**src/mcwf_pkg.sv**
```systemverilog
// Shared types, constants and CRC helper for the Modbus Write Single Coil framer.
// No dependencies; used by modbus_coil_write_framer_top.
package mcwf_pkg;

  localparam int unsigned FrameLen = 8;
  localparam int unsigned CrcStages = 6;

  localparam logic [7:0]  FuncWriteCoil = 8'h05;
  localparam logic [15:0] CrcInit = 16'hFFFF;
  localparam logic [15:0] CrcPoly = 16'hA001;
  localparam logic [7:0]  CoilOnHigh = 8'hFF;
  localparam logic [7:0]  ZeroByte = 8'h00;

  localparam logic [7:0]  SlaveAddrReset = 8'h01;
  localparam logic [15:0] CoilAddrReset = 16'h0000;

  // Configuration register indexes.
  localparam logic CfgSlaveAddr = 1'b0;
  localparam logic CfgCoilAddr  = 1'b1;

  // Payload that travels down the CRC pipeline with each word.
  typedef struct packed {
    logic [7:0]  slave_addr;
    logic [15:0] coil_addr;
    logic        coil_on;
    logic [15:0] crc;
  } stage_t;

  // One byte of the Modbus CRC-16 (reflected, polynomial 0xA001).
  function automatic logic [15:0] crc_update(input logic [15:0] crc_in,
                                             input logic [7:0]  data);
    logic [15:0] c;
    c = crc_in ^ {8'h00, data};
    for (int k = 0; k < 8; k++) begin
      if (c[0]) begin
        c = (c >> 1) ^ CrcPoly;
      end else begin
        c = c >> 1;
      end
    end
    return c;
  endfunction

  // Frame byte at a given position, taken from the travelling fields.
  function automatic logic [7:0] frame_byte_at(input logic [2:0] pos,
                                               input stage_t    s);
    logic [7:0] b;
    unique case (pos)
      3'd0:    b = s.slave_addr;
      3'd1:    b = FuncWriteCoil;
      3'd2:    b = s.coil_addr[15:8];
      3'd3:    b = s.coil_addr[7:0];
      3'd4:    b = s.coil_on ? CoilOnHigh : ZeroByte;
      3'd5:    b = ZeroByte;
      3'd6:    b = s.crc[7:0];
      3'd7:    b = s.crc[15:8];
      default: b = ZeroByte;
    endcase
    return b;
  endfunction

endpackage

```
**src/modbus_coil_write_framer_top.sv**
```systemverilog
// Top level of the Modbus RTU Write Single Coil (function 0x05) frame generator.
// Depends on mcwf_pkg for types, constants and the byte-wise CRC-16 update.

// Each accepted word on the input channel asks for one coil to be switched on
// or off and yields the eight-byte RTU request, one byte per output word: the
// slave address, 0x05, the coil address high then low byte, 0xFF 0x00 for on or
// 0x00 0x00 for off, and the CRC-16 low byte then high byte, the last of which
// carries last_byte_o. The CRC is formed in a six-stage pipeline, one frame byte
// folded in per stage; the last stage hands the frame to the output serialiser.
// The serialiser sends one byte per cycle while out_stall_i is low and so sets
// the sustained request rate; the pipeline keeps taking requests while a frame
// is being sent and only stalls the input once it is full. The slave and coil
// address registers are read as a request enters and should be written only
// while the block is idle.
module modbus_coil_write_framer_top (
  input  logic        clk_i,
  input  logic        rst_ni,
  input  logic        cfg_we_i,
  input  logic        cfg_idx_i,
  input  logic [15:0] cfg_data_i,
  input  logic        in_valid_i,
  output logic        in_stall_o,
  input  logic        coil_on_i,
  output logic        out_valid_o,
  input  logic        out_stall_i,
  output logic [7:0]  frame_byte_o,
  output logic        last_byte_o
);

  localparam int unsigned NStg = mcwf_pkg::CrcStages;

  // Configuration registers.
  logic [7:0]  slave_addr_q;
  logic [15:0] coil_addr_q;

  always_ff @(posedge clk_i or negedge rst_ni) begin
    if (!rst_ni) begin
      slave_addr_q <= mcwf_pkg::SlaveAddrReset;
      coil_addr_q  <= mcwf_pkg::CoilAddrReset;
    end else if (cfg_we_i) begin
      unique case (cfg_idx_i)
        mcwf_pkg::CfgSlaveAddr: slave_addr_q <= cfg_data_i[7:0];
        mcwf_pkg::CfgCoilAddr:  coil_addr_q  <= cfg_data_i;
        default: ;
      endcase
    end
  end

  // CRC pipeline: stage s holds the CRC after frame byte s has been folded in.
  logic             vld_q [NStg];
  mcwf_pkg::stage_t stg_q [NStg];
  mcwf_pkg::stage_t stg_d [NStg];
  logic             rdy   [NStg+1];

  // Output serialiser: the whole frame as a shift register plus a byte count.
  logic        ser_vld_q;
  logic [2:0]  cnt_q;
  logic [63:0] frame_q;
  logic        out_take;
  logic        ser_load_ok;

  assign out_take    = ser_vld_q && !out_stall_i;
  assign ser_load_ok = !ser_vld_q || (out_take && (cnt_q == 3'd7));

  // A stage may take new data when it is empty or its contents move on.
  always_comb begin
    rdy[NStg] = ser_load_ok;
    for (int s = NStg - 1; s >= 0; s--) begin
      rdy[s] = !vld_q[s] || rdy[s+1];
    end
  end

  assign in_stall_o = !rdy[0];

  // Next payload of every stage: the upstream fields with one more CRC byte.
  always_comb begin
    mcwf_pkg::stage_t entry;
    entry.slave_addr = slave_addr_q;
    entry.coil_addr  = coil_addr_q;
    entry.coil_on    = coil_on_i;
    entry.crc        = mcwf_pkg::CrcInit;
    stg_d[0]     = entry;
    stg_d[0].crc = mcwf_pkg::crc_update(mcwf_pkg::CrcInit, slave_addr_q);
    for (int s = 1; s < NStg; s++) begin
      stg_d[s]     = stg_q[s-1];
      stg_d[s].crc = mcwf_pkg::crc_update(stg_q[s-1].crc,
                                          mcwf_pkg::frame_byte_at(3'(s), stg_q[s-1]));
    end
  end

  always_ff @(posedge clk_i or negedge rst_ni) begin
    if (!rst_ni) begin
      for (int s = 0; s < NStg; s++) begin
        vld_q[s] <= 1'b0;
      end
    end else begin
      if (rdy[0]) begin
        vld_q[0] <= in_valid_i;
      end
      for (int s = 1; s < NStg; s++) begin
        if (rdy[s]) begin
          vld_q[s] <= vld_q[s-1];
        end
      end
    end
  end

  always_ff @(posedge clk_i) begin
    if (rdy[0] && in_valid_i) begin
      stg_q[0] <= stg_d[0];
    end
    for (int s = 1; s < NStg; s++) begin
      if (rdy[s] && vld_q[s-1]) begin
        stg_q[s] <= stg_d[s];
      end
    end
  end

  // Serialiser control: load a complete frame, then shift one byte per word.
  always_ff @(posedge clk_i or negedge rst_ni) begin
    if (!rst_ni) begin
      ser_vld_q <= 1'b0;
      cnt_q     <= 3'd0;
    end else if (ser_load_ok && vld_q[NStg-1]) begin
      ser_vld_q <= 1'b1;
      cnt_q     <= 3'd0;
    end else if (out_take) begin
      if (cnt_q == 3'd7) begin
        ser_vld_q <= 1'b0;
      end
      cnt_q <= cnt_q + 3'd1;
    end
  end

  always_ff @(posedge clk_i) begin
    if (ser_load_ok && vld_q[NStg-1]) begin
      frame_q <= {mcwf_pkg::frame_byte_at(3'd0, stg_q[NStg-1]),
                  mcwf_pkg::frame_byte_at(3'd1, stg_q[NStg-1]),
                  mcwf_pkg::frame_byte_at(3'd2, stg_q[NStg-1]),
                  mcwf_pkg::frame_byte_at(3'd3, stg_q[NStg-1]),
                  mcwf_pkg::frame_byte_at(3'd4, stg_q[NStg-1]),
                  mcwf_pkg::frame_byte_at(3'd5, stg_q[NStg-1]),
                  mcwf_pkg::frame_byte_at(3'd6, stg_q[NStg-1]),
                  mcwf_pkg::frame_byte_at(3'd7, stg_q[NStg-1])};
    end else if (out_take) begin
      frame_q <= {frame_q[55:0], 8'h00};
    end
  end

  assign out_valid_o  = ser_vld_q;
  assign frame_byte_o = frame_q[63:56];
  assign last_byte_o  = (cnt_q == 3'd7);

endmodule
```
**config.mk**
```make
export PLATFORM = sky130hd
export DESIGN_NAME = modbus_coil_write_framer_top
export DESIGN_NICKNAME = d
export VERILOG_FILES = /design/src/mcwf_pkg.sv /design/src/modbus_coil_write_framer_top.sv
export SDC_FILE = /design/constraint.sdc
export NUM_CORES = 1
export LEC_CHECK = 0
export BUFFER_PORTS_ARGS = -buffer_cell sky130_fd_sc_hd__buf_2
export CAP_MARGIN = 20
export CORE_UTILIZATION = 61
export DETAILED_ROUTE_END_ITERATION = 6
export PLACE_DENSITY = 0.89
export RECOVER_POWER = 25
export SLEW_MARGIN = 5
export SYNTH_ARGS = -nofsm -noshare
export SYNTH_HDL_FRONTEND = slang
export SYNTH_SLANG_ARGS = --single-unit
```
**constraint.sdc**
```tcl
create_clock -name clk_i -period 5.5 [get_ports clk_i]
set_input_delay 0.825 -clock clk_i [delete_from_list [all_inputs] [get_ports clk_i]]
set_output_delay 0.825 -clock clk_i [all_outputs]
set_load 0.01 [all_outputs]
```
**Word level (Yosys, flattened, before mapping)**

Memory sizes are Yosys's and may differ from the RTL's.
Cells that the tools add are included.

- $add $sub $neg: 1
- $mul: 0
- Divide/modulo/power cells: 0
- Magnitude comparators: 0
- Equality and inequality tests: 1
- Shift-type cells: 0
- Muxes and demuxes: 69
- Bitwise logic cells: 54
- Reduce and logical (&&, ||, !) cells: 30

Operators with widths:

| kind | number |
|---|---|
| $mux W16 | 48 |
| $not A2 Y3 | 48 |
| $mux W64 | 2 |
| $xor A16 B8 Y16 | 3 |
| $mux W8 | 2 |
| $not A8 Y16 | 1 |
| $mux W1 | 15 |
| $logic_and A1 B1 Y1 | 9 |
| $logic_not A1 Y1 | 9 |
| $logic_or A1 B1 Y1 | 7 |
| $mux W3 | 2 |
| $reduce_and A2 Y1 | 3 |
| $reduce_bool A2 Y1 | 2 |
| $add A3 B1 Y3 const B | 1 |
| $eq A3 B3 Y1 const B | 1 |
| $not A2 Y2 | 1 |
| $not A1 Y1 | 1 |

- Bits in registers: 98
- Bits in latches: 0
- Bits in writable memories: 246
- Memory bits (read-only): 0
- Input port bits: 23
- Output and inout port bits: 11
- Logic and storage cells: 168
- Memories kept: 1

Memory list:

| name | words | width | read ports | clocked after memory_dff | write ports | RTL line | RTL |
|---|---|---|---|---|---|---|---|
| stg_q | 6 | 41 | 6 | 0 | 6 | modbus_coil_write_framer_top.sv:51 | `mcwf_pkg::stage_t stg_q [NStg];` |

**Depth between registers and ports, before layout**

Gate-level depths: netlist (run 1).

- Word-level depth: 18
- Depth in mapped cells: 8
- Mapped depth without buffers: 6

**Worst setup path before layout (run 1)**

No wires, ideal clock.

- Path kind: input to register
- Start point: input port out_stall_i
- End point: memory stg_q[3][0] in the netlist's numbering (enable)
- Library setup time: 0.502 ns
- Arrival time: 4.259 ns
- Required time: 4.998 ns
- Setup slack: 0.739 ns
- Cell stages on the path: 3
- Buffers on the path: 0
- Path through: nand2b_1 > and4_1 > a21boi_0

RTL lines:

| item | RTL line | RTL |
|---|---|---|
| start, declared | modbus_coil_write_framer_top.sv:25 | `input logic out_stall_i,` |
| end, declared | modbus_coil_write_framer_top.sv:51 |  |

**Worst setup path after layout (run 1)**

- Start point: register cnt_q[0]
- End point: output port in_stall_o

- Word-level cells in the longest chain between the ends: 10

RTL lines:

| item | RTL line | RTL |
|---|---|---|
| start, declared | modbus_coil_write_framer_top.sv:57 | `logic [2:0] cnt_q;` |
| start signal, assigned | modbus_coil_write_framer_top.sv:131 | `cnt_q <= cnt_q + 3'd1;` |
| $eq A3 B3 Y1 | modbus_coil_write_framer_top.sv:63 | `assign ser_load_ok = !ser_vld_q \|\| (out_take && (cnt_q == 3'd7));` |
| $logic_and A1 B1 Y1 | modbus_coil_write_framer_top.sv:63 |  |
| $logic_or A1 B1 Y1 | modbus_coil_write_framer_top.sv:63 |  |
| $logic_or A1 B1 Y1 (6 in series) | modbus_coil_write_framer_top.sv:69 | `rdy[s] = !vld_q[s] \|\| rdy[s+1];` |
| $logic_not A1 Y1 | modbus_coil_write_framer_top.sv:73 | `assign in_stall_o = !rdy[0];` |
| end, declared | modbus_coil_write_framer_top.sv:22 | `output logic in_stall_o,` |

No other way between the ends.

==> results of run 1 <==
cell families (layout without fill, tap and decap cells):
group           count (synthesis)  in the layout  synth area share
compound gates                 62             62            0.0297
fa+ha+maj                       2              2           0.00211
simple gates                  135            135            0.0486
flops                         331            331             0.809
mux                            24             24            0.0228
xor+xnor                       90             90            0.0745
buf+inv                        33            100            0.0133
flip-flops by register name, summed over array words and instances, names as in the netlist:
| signal | flops |
|---|---|
| cnt_q | 3 |
| coil_addr_q | 16 |
| frame_q | 64 |
| out_valid_o | 1 |
| slave_addr_q | 8 |
| stg_q | 233 |
| vld_q | 6 |
layer usage:
| metal | share of wire | up-vias |
|---|---|---|
| li1 | - | 2514 |
| met4 | 0.027 | 0 |
| met3 | 0.046 | 34 |
| met1 | 0.39 | 2539 |
| met5 | 0 | - |
| met2 | 0.54 | 135 |
power by group through the flow:
stage / logic, mW / registers, mW / clock network (mW)
2_1_floorplan: 0.419 / 3.18 / 0
3_3_place_gp: 0.491 / 3.20 / 0
3_5_place_dp: 0.537 / 3.22 / 0
4_1_cts: 0.541 / 3.17 / 1.93
5_1_grt: 0.607 / 3.18 / 2.02
6_report: 0.546 / 3.16 / 1.89
metrics by stage:
step | cells | hold slack, ns
2_1_floorplan | 677 | 0.400
3_3_place_gp | 945 | 0.404
3_5_place_dp | 945 | 0.405
4_1_cts | 1001 | 0.355
5_1_grt | 1004 | 0.403
6_report | 1004 | 0.361
final timing paths:
path                                    from         endpoint  slack [ns]  depth (start not counted)
worst max register to register      cnt_q[0]      stg_q[0][7]        2.97                          6
min in group clk_i              stg_q[4][12]      stg_q[5][4]        0.41                          0
worst min register to register  stg_q[4][12]      stg_q[5][4]        0.41                          0
worst max-delay path                cnt_q[0]       in_stall_o        2.00                          7
max in group asynchronous             rst_ni      out_valid_o        4.64                          1
worst min-delay path                  rst_ni  slave_addr_q[3]        0.36                          1
cell usage in the layout (no fill, tap or decap), types with 24 or more instances in the layout:
cell type and instances:
buf_2 33, clkbuf_16 31, dfrtp_1 33, edfxtp_1 281
mux2_2 24, nand2_1 103, o21ai_0 32, xnor2_1 49
xor2_1 33
worst max-delay path, cell delays in order, from the launching register on:
cell and delay, ns:
dfrtp_1 0.40, ha_1 0.20, ha_1 0.21, nand2b_1 0.27, nand4_1 0.22, nor2_1 0.49
and2_1 0.21, buf_2 0.13
cell usage after synthesis:
cell        n  area share
edfxtp_1  281        0.71
nand2_1   104       0.033
xnor2_1    49       0.036
dfrtp_1    33       0.070
xor2_1     33       0.024
o21ai_0    32       0.013
mux2_2     24       0.023
a21oi_1    17      0.0072
clkbuf_1   16      0.0051
dfxtp_1    16       0.027
and2_1     11      0.0058
a22o_1      8      0.0059
buf_4       8      0.0051
nand2b_1    5      0.0026
inv_1       4      0.0013
nand3_1     4      0.0017
nor2b_1     4      0.0021
buf_2       3      0.0013
a21boi_0    2      0.0013
a21o_1      2      0.0013
buf_1       2     0.00063
ha_1        2      0.0021
nor2_1      2     0.00063
or2_2       2      0.0011
xnor2_2     2      0.0027
xnor3_2     2      0.0040
xor3_1      2      0.0040
a21boi_1    1     0.00063
and3_1      1     0.00053
and4_1      1     0.00074
dfstp_2     1      0.0022
nand4_1     1     0.00053
xnor3_1     1      0.0019
xor2_2      1      0.0014
cell type report:
| cell class | instances | area (sq um) |
|---|---|---|
| Sequential cell | 331 | 9610 |
| Fill cell | 1107 | 5620 |
| Multi-Input combinational cell | 313 | 2160 |
| Clock buffer | 50 | 867 |
| Tap cell | 260 | 325 |
| Timing Repair Buffer | 40 | 263 |
| Clock inverter | 6 | 28.8 |
| Inverter | 4 | 15.0 |
==> summary.md, run 1 <==
| Metric | Value |
|---|---|
| Post-detail-place hpwl | between 10000 and 15000 um |
| Drt first pass iters | 4 |
| Clk buf depth | 3 |
| Io pins | 34 |
| CTS Hold Bufs | 0 |
| Total Wirelength | between 15000 and 20000 um |
| Endpoints failing setup | 0 |
| Die Y | 142 um |
| Yosys warns | 0 |
| Skew-Pair Late Insertion Delay | 0.55 ns |
| Period utilization | 0.636 |
| Row cnt | 50 |
| Initial antenna violation count | 0 |
| Final design area excluding fillers | 13300 sq um |
| Comb power frac | 0.097 |
| Setup repair bufs after CTS | 0 |
| Seq pwr share | 0.565 |
| Final Skew | 0.0110 ns |
| Internal power | 4.36 mW |
| Vias | 5222 |
| Sequential fraction of the synthesis area | 0.809 |
| Register bit count reported by yosys | 331 |
| Horiz. Die Dim | 142 um |
| Die ar. | 20000 sq um |
| CP Max Fanout | 5 |
| Congestion Overflow GR | 0 |
| Final Hold Vio Count | 0 |
| PostCTS Resize Cnt | 0 |
| Dpl ws | 2.40 ns |
| Final Wtd Congestion | 0.811 |
| Share of cells above drive strength 1 | 0.155 |
| Fin. max-slew vios | 0 |
| Switching Fraction | 0.222 |
| CTS root buf | clkbuf_16 |
| Post-DRT Antenna Nets | 0 |
| Syn Area/Cell | around 18 sq um |
| Final Util | 0.703 |
| Clk pin slew, worst setup/hold paths | 0.06 ns |
| Post-layout min period | ~3.5 ns |
| First-pass GRT wire length | 27000 um |
| Hold Crit Class | input pin to asynchronous set/reset pin |
| Grt peak-use layer | met2 |
| WL per Instance | 16.6 um |
| Syn Nets | 702 |
| CTS sink cnt | 331 |
| Status | finished clean |
| Worst path arrival time | 2.67 ns |
| Largest net degree at the start of global routing | a little under 100 |
| TritonCTS clock tree | yes |
| Max Fclk | 286 MHz |
| MaxCap Viol Count | 0 |
| # DRC | 0 |
| H-tree levels | 1 |
| Slew HR | 0.327 |
| Diode count | 0 |
| Final net count | 745 |
| RSZ-0062 raised after global routing | false |
| Met3 Track Usage GR | 0.0310 |
| Port Buffers | 33 |
| Worst Setup Slack, final | 2.00 ns |
| CP endpoint kind | output port |
| Gr usage total | 0.176 |
| PwrDens | 422 nW/um^2 |
| Leak | 4.60 nW |
| Cts bufs inserted | 30 |
| Least-Margin Pin Slew | 1.01 ns |
| Cell count after synthesis | 677 |
| Total power | ~5.6 mW |
| Setup_tns | 0 ns |
| Area grow syn2layout | 11.7% |
| VDD IR max | 0.000310 V |
| Core Area | between 15000 and 20000 sq um |
| DP Area | between 10000 and 15000 sq um |
| Initial core utilization | 0.629 |
| Post-synthesis cell type count | 34 |
| Switching pwr | 1.24 mW |
| DRT iter0 DRCs | 333 |
| Met2 usage | 0.328 |
| Critical path class | flip-flop to output port |
| Startpoint types | flip-flop |
| CP Data Required Time | 4.68 ns |
| Power share of the clock group | 0.338 |
| Vias in the first global route | 5408 |
| GRT met1 Usage | 0.206 |
| Routed vias/inst | 5.20 |
| Mapped Area | 11900 sq um |
No activity file was read; power rests on OpenSTA's default activity.
==> run 2: changes to the inputs <==
--- a/config.mk
+++ b/config.mk
@@ -7,9 +7,9 @@
 export LEC_CHECK = 0
 export BUFFER_PORTS_ARGS = -buffer_cell sky130_fd_sc_hd__buf_2
 export CAP_MARGIN = 20
-export CORE_UTILIZATION = 61
+export CORE_UTILIZATION = 55
 export DETAILED_ROUTE_END_ITERATION = 6
-export PLACE_DENSITY = 0.89
+export PLACE_DENSITY = 0.86
 export RECOVER_POWER = 25
 export SLEW_MARGIN = 5
 export SYNTH_ARGS = -nofsm -noshare
==> constraint.sdc (replaced) <==
create_clock -name clk_i -period 2.8 [get_ports clk_i]
set_input_delay 0.42 -clock clk_i [delete_from_list [all_inputs] [get_ports clk_i]]
set_output_delay 0.42 -clock clk_i [all_outputs]
set_load 0.01 [all_outputs]
==> run 2 against run 1 <==
Sequential power increased by 97%. Sequential share of layout area is 1.2 points lower. Via count grew 0.94%. Clock skew is 0.0019 ns lower. Register-to-register slack got worse by 2.6 ns. Power rose by 110%. First-iteration DRC count fell by 7.8%. Clock-buffer cell count down 11. Sequential cell count did not move. Routed wire length increased by 2.5%. Global-route usage shrank 1.6 points. Largest power group unchanged.
==> summary.md, run 2 (synthesis results as in run 1) <==
| Metric | Value |
|---|---|
| VDD IR max | 0.000570 V (+84%) |
| Total Wirelength | 17100 um (+2.5%) |
| Comb power frac | 0.092 (-0.005) |
| Fin cells | 1024 (+2.0%) |
| # fillers | 1352 (+22%) |
| Cell seen most often among critical-path stages | ha_1 |
| Seq pwr share | 0.537 (-0.028) |
| H-tree levels | 1 (unchanged) |
| Row cnt | 53 (+6.0%) |
| Routed vias/inst | 5.15 (-1.0%) |
| Critical path class | flip-flop to output port |
| Congestion Overflow GR | 0 (unchanged) |
| Vias | 5271 (+0.94%) |
| CP endpoint kind | output port |
| Final Skew | 0.00914 ns (-0.00187 ns) |
| Vias in the first global route | 5458 (+0.92%) |
| Least-Margin Pin Slew | 0.931 ns (-0.0768 ns) |
| Switching pwr | 2.50 mW (+100%) |
| Met3 Track Usage GR | 0.0263 (-0.00475) |
| R2R setup slack | 0.36 ns (-2.61 ns) |
| Switching Fraction | 0.216 (-0.00567) |
| Cts bufs inserted | 31 (+3.3%) |
| Status | finished clean |
| Area grow syn2layout | 13.6% |
| CP Data Required Time | 2.38 ns (-2.30 ns) |
| Slew HR | 0.378 (+0.0516) |
| Port Buffers | 33 (unchanged) |
| CP Max Fanout | 5 (unchanged) |
| Grt peak-use layer | met2 |
| Commonest cells after routing, fill and taps aside | edfxtp_1 (281), nand2_1 (103), xnor2_1 (49) |
| Top reg by flops | stg_q |
| Post-detail-place hpwl | 10700 um (-0.98%) |
| GRT met1 Usage | 0.190 (-0.0167) |
| Horiz. Die Dim | 149 um (+5.2%) |
| TritonCTS clock tree | yes |
| Die ar. | 22200 sq um (+11%) |
| RSZ-0062 raised after global routing | false |
| Internal power | 9.08 mW (+110%) |
| Drt first pass iters | 5 (+1) |
| Top flop regs | stg_q: 233 flops, frame_q: 64 flops, coil_addr_q: 16 flops |
| Fin. max-slew vios | 0 (unchanged) |
| Endpoints failing setup | 0 (unchanged) |
| Skew-Pair Late Insertion Delay | 0.53 ns (-0.02 ns) |
| Initial core utilization | 0.563 (-0.0654) |
| Hold Crit Class | input pin to flip-flop |
| Setup_tns | 0 ns (unchanged) |
| CTS root buf | clkbuf_16 |
| Period utilization | 0.922 |
| Diode count | 0 (unchanged) |
| Share of cells above drive strength 1 | 0.178 (+0.0230) |
| DRT iter0 DRCs | 307 (-7.8%) |
| Leak | 4.72 nW (+2.6%) |
| Clk buf depth | 3 (unchanged) |
| Power share of the clock group | 0.371 (+0.033) |
| Final net count | 750 (+0.67%) |
| Max Fclk | around 390 MHz |
| Final Wtd Congestion | 0.775 (-4.4%) |
| Delay-heaviest family, CP | simple AND/OR/NAND/NOR gates |
| Startpoint types | flip-flop |
| WL per Instance | 16.7 um (+0.51%) |
| Gr usage total | 0.160 (-0.0164) |
| Core Area | 21100 sq um (+12%) |
| CTS sink cnt | 331 (unchanged) |
| Slowest CP cell | dfrtp_1 |
| PwrDens | 858 nW/um^2 (+100%) |
| Slowest Stage Delay on Critical Path | 0.40 ns (-0.09 ns) |
| Die Y | 149 um (+5.2%) |
| Cell Count Post-Placement | 965 (+2.1%) |
| Final Hold Vio Count | 0 (unchanged) |
| # DRC | 0 (unchanged) |
| First-pass GRT wire length | 27400 um (+1.6%) |
| Post-layout min period | roughly 2.6 ns |
| Post-DRT Antenna Nets | 0 (unchanged) |
| Bufs and invs on worst path | 1 (unchanged) |
| CP cell instances | ha_1, ha_1, nand2b_2, nand4_1, nor2_4, and2_1, buf_2 |
| Clk pin slew, worst setup/hold paths | 0.06 ns (about the same) |
| Commonest non-fill, non-tap cell in the layout | edfxtp_1 |
| Initial antenna violation count | 0 (unchanged) |
| Worst path arrival time | 2.16 ns (-0.51 ns) |
| Met2 usage | 0.293 (-0.0354) |
| Largest net degree at the start of global routing | 98 (unchanged) |
| Largest register FFs | 233 (unchanged) |
| MaxCap Viol Count | 0 (unchanged) |
| Io pins | 34 (unchanged) |
==> run 2: worst paths after layout <==
check	startpoint	to	cells past startpoint
hold reg to reg	stg_q[3][12]	stg_q[4][4]	0
setup / recovery	cnt_q[0]	in_stall_o	7
max in group asynchronous	rst_ni	coil_addr_q[3]	2
min in group asynchronous	rst_ni	out_valid_o	2
setup reg to reg	cnt_q[0]	stg_q[1][20]	7
hold / removal	coil_on_i	stg_q[0][16]	1
==> run 2: timing repair <==
action	CTS	global route
resized for setup	2	1
endpoints found under the setup margin	1	1
setup buffers	1	0
pin swaps	1	0
hold buffers	1	0
hold endpoints to repair	22	0
==> run 2: per-stage QoR <==
step	hold slack, ns	power (mW)	utilization	setup WS [ns]	cell area [sq um]
after global placement	0.401	7.28	0.588	0.418	12400
final	0.0714	11.6	0.640	0.218	13500
after detailed placement	0.405	7.37	0.588	0.276	12400
after floorplan	0.124	7.07	-	0.165	11900
after CTS	0.0468	11.7	0.640	0.0989	13500
after global routing	0.0534	12.0	0.640	0.0979	13500
==> run 2: cell type report <==
| cell class | instances | area [sq um] | share of cell area |
|---|---|---|---|
| inverters | 4 | 15.0 | 0.00111 |
| well taps | 275 | 344 | 0.0255 |
| repair buffers | 44 | 275 | 0.0204 |
| clock inverters | 18 | 216 | 0.0160 |
| clock buffers | 39 | 856 | 0.0634 |
| multi-input cells | 313 | 2180 | 0.161 |
| flip-flops and latches | 331 | 9610 | 0.712 |
==> run 2: power groups by stage <==
stage                     registers, mW  clock network [mW]  logic [mW]
after global placement             6.28                   0       0.992
after global routing               6.26                4.55        1.18
after detailed placement           6.32                   0        1.05
final                              6.22                4.29        1.07
after floorplan                    6.24                   0       0.827
after CTS                          6.23                4.36        1.09
==> run 2: metal layers <==
metal  share of wire  routed length (um)
met5               0                   0
met4           0.029                 491
met3           0.038                 657
met2            0.54                9180
met1            0.40                6800
